`config.mk`:
```
export PLATFORM = sky130hd
export DESIGN_NAME = erc_ram
export DESIGN_NICKNAME = d
export VERILOG_FILES = /design/src/rtl/erc_ram.sv
export SDC_FILE = /design/constraint.sdc
export NUM_CORES = 2
export LEC_CHECK = 0
export BUFFER_PORTS_ARGS = -buffer_cell sky130_fd_sc_hd__buf_2
export CAP_MARGIN = 15
export CORE_AREA = 3 3 336 587
export CTS_CLUSTER_DIAMETER = 100
export CTS_CLUSTER_SIZE = 14
export DETAILED_ROUTE_END_ITERATION = 16
export DIE_AREA = 0 0 339 590
export HOLD_SLACK_MARGIN = 0.03
export PLACE_DENSITY_LB_ADDON = 0.3
export SLEW_MARGIN = 20
export SYNTH_ARGS = -nofsm -noshare
export SYNTH_HDL_FRONTEND = slang
export SYNTH_SLANG_ARGS = --single-unit
```
`constraint.sdc`:
```
create_clock -name clk_i -period 5.8 [get_ports clk_i]
set_input_delay 1.74 -clock clk_i [delete_from_list [all_inputs] [get_ports clk_i]]
set_output_delay 1.74 -clock clk_i [all_outputs]
set_load 0.1 [all_outputs]
```
`src/rtl/erc_ram.sv`:
```
// generic ram, one write port and one registered read port
module erc_ram #(
  parameter int unsigned Width = 32,
  parameter int unsigned Depth = 64
) (
  input  logic                     clk_i,
  input  logic                     we_i,
  input  logic [$clog2(Depth)-1:0] waddr_i,
  input  logic [Width-1:0]         wdata_i,
  input  logic                     re_i,
  input  logic [$clog2(Depth)-1:0] raddr_i,
  output logic [Width-1:0]         rdata_o
);

  logic [Width-1:0] mem_q [Depth];

  always_ff @(posedge clk_i) begin
    if (we_i) begin
      mem_q[waddr_i] <= wdata_i;
    end
    if (re_i) begin
      rdata_o <= mem_q[raddr_i];
    end
  end

endmodule

```
==> results_dict.tcl <==
set metrics [dict create \
    status "finished, final reports clean" \
    power.density_nw_per_um2 324 \
    finClkSkew_ns 0.0430 \
    die-height_um 590 \
    layout-drive-gt1-share 0.294 \
    hp-class "reg2reg" \
    setup_viol 0 \
    syn_area_per_cell_um2 23.7 \
    htreeDepth 4 \
    synth_edf_count 2080 \
    crit_path_max_fanout 79 \
    grt_pass1_wl_mm 289 \
    crit_buf_inv 2 \
    layout_commonest_cell "edfxtp_1" \
    tightest_slew_ns 1.06 \
    cp-end-kind "register" \
    nets 3627 \
    yosysUniqueCellTypes 33 \
    drv_cap 0 \
    drt-total-wl_mm 203 \
    cts_made_buffers 174 \
    cts_tree "done" \
    ys_seq_area_frac 0.792 \
    dp_slack_ns 0.896 \
    cts_resized 0 \
    worst_slack_ns 1.71 \
    ir_drop_mv 0.214 \
    period_needed_ns 4.09 \
    placementRows 213 \
    route.vias.total 36200 \
    p_leak_nw 27.0 \
    place_congestion 0.791 \
    tns_ns 0 \
    pin_count 79 \
    layoutNonFillerInstCount 6172 \
    overflow 0 \
    via_per_inst 5.86 \
    cts.path.max_buffers 4 \
    cts-root-buf "clkbuf_16" \
    finalHoldViolations 0 \
    initial_core_util 0.409 \
    slowest_delay_ns 0.60 \
    syn_area_um2 78800 \
    path_clk_slew_ns 0.07 \
    grt_usage 0.203 \
    cts.hold.buffers_added 0 \
    crit_type "in2reg" \
    drtIter0Drc 3586 \
    async_flop_share 0 \
    placed_cells 5984 \
    area_delta_synth_final_pct 12.3 \
    routedWlPerCell_um 32.9 \
    dpl.hpwl_mm 125 \
    yosysWarnings 0 \
    synth_cells 3324 \
    synth_fp_nets 3371 \
    rsz0062_at_grt "false" \
    synth_seq_cells 2080 \
    antenna_found_initial 24 \
    synth_ff_type "edfxtp_1" \
    portBuffers 78 \
    path_delay_family "multiplexers" \
    max_freq_mhz 245 \
    period_share 0.705 \
    insertion_delay_ns 0.83 \
    grt_max_degree 80 \
    die_w_um 339 \
    crit_path_top_delay_cell "mux4_2" \
    power.total_w 0.0287 \
    worstPathCellList "buf_8, buf_12, mux4_2, mux4_2, o22ai_1, nor2_1" \
    slew_violations 0 \
    worstPathArrival_ns 4.62 \
    drtPass1Iterations 7 \
    core-area_um2 193000 \
    dieArea_um2 200000 \
    drc 0 \
    final_antenna_net_count 0 \
    final_cell_mix "edfxtp_1 (2080), mux4_2 (544), clkbuf_16 (176)" \
    start_kind "input pin" \
    cp.required_ns 6.33 \
    max-slew-margin-rel 0.291 \
    cts_sinks 2080 \
    grt_pass1_vias 37900 \
    crit_top_cell "mux4_2" \
    post_cts_buffers 0 \
]
-- synth_stat cells, types with 3 or more instances --
library cell,n,area [um^2]
a311oi_1,8,70.1
and3_1,4,25.0
a21oi_1,62,310
a41o_1,4,40.0
o32ai_1,4,35.0
nor3_1,7,35.0
nand2b_1,8,50.1
clkbuf_1,74,278
or3_1,3,18.8
buf_2,57,285
buf_6,5,56.3
nand2_1,26,97.6
buf_4,25,188
a22oi_1,12,90.1
nand3_1,5,25.0
o221ai_1,27,236
nor2_1,137,514
or3b_2,3,26.3
mux4_2,544,12300
nor2b_1,15,93.8
nand3b_1,5,37.5
buf_1,21,78.8
mux2i_1,93,931
o22ai_1,84,526
edfxtp_1,2080,62500
-- layout make-up --
cell class	count	area, um^2
multi-input combinational	1062	16000
sequential	2080	62500
clock buffer	176	4400
antenna	9	22.5
tap	2580	3230
fill	15800	104000
clock inverter	3	33.8
timing repair buffer	262	2420
-- worst paths after layout --
| check | from | end | slack [ns] | cells after the start |
|---|---|---|---|---|
| setup / recovery | raddr_i[0] | rdata_o[30]$_DFFE_PP_ | 1.71 | 6 |
| hold / removal | mem_q[12][8]$_DFFE_PP_ | rdata_o[8]$_DFFE_PP_ | 0.99 | 4 |
| setup reg to reg | mem_q[31][30]$_DFFE_PP_ | rdata_o[30]$_DFFE_PP_ | 3.48 | 4 |
| hold reg to reg | mem_q[12][8]$_DFFE_PP_ | rdata_o[8]$_DFFE_PP_ | 0.99 | 4 |
-- per-layer routing --
metal	routed length (um)	up-vias	GRT usage
met2	113000	1303	0.381
met1	71800	19900	0.240
li1	-	14600	-
met5	81	-	0
met4	7320	14	0.0675
met3	11100	372	0.0247
-- flip-flops by register name, summed over array words and instances, names as in the netlist --
signal and cells:
mem_q 2048, rdata_o 32
-- report_power, final --
group / leakage, nW / internal (W) / switching, W / total (W)
registers: 18.7 / 0.0167 / 0.0000727 / 0.0167
logic: 6.10 / 0.000576 / 0.00109 / 0.00167
clock network: 2.18 / 0.00535 / 0.00490 / 0.0103
-- metrics by stage --
| step | cell area, um^2 | utilization | hold slack [ns] |
|---|---|---|---|
| 5_1_grt | 88500 | 0.459 | 1.04 |
| 6_report | 88500 | 0.459 | 0.988 |
| 4_1_cts | 88500 | 0.459 | 0.996 |
| 2_1_floorplan | 78800 | - | 0.750 |
| 3_5_place_dp | 84000 | 0.436 | 0.963 |
| 3_3_place_gp | 84000 | 0.436 | 0.932 |
-- worst register-to-register path, delay by kind of cell, from the launching register on --
kind             cells  cell delay, ns
flip-flops           1            0.37
multiplexers         2            1.03
AND/OR/NAND/NOR      1            0.11
AO/OA/AOI/OAI        1            0.54
-- cells by family after synthesis --
logic type	synth area share
DFF	0.792
buffers and inverters	0.0112
AOI/OAI and AO/OA	0.0167
muxes	0.167
and+or+nand+nor	0.0126
Note: power is estimated with default switching activity, not from simulation.
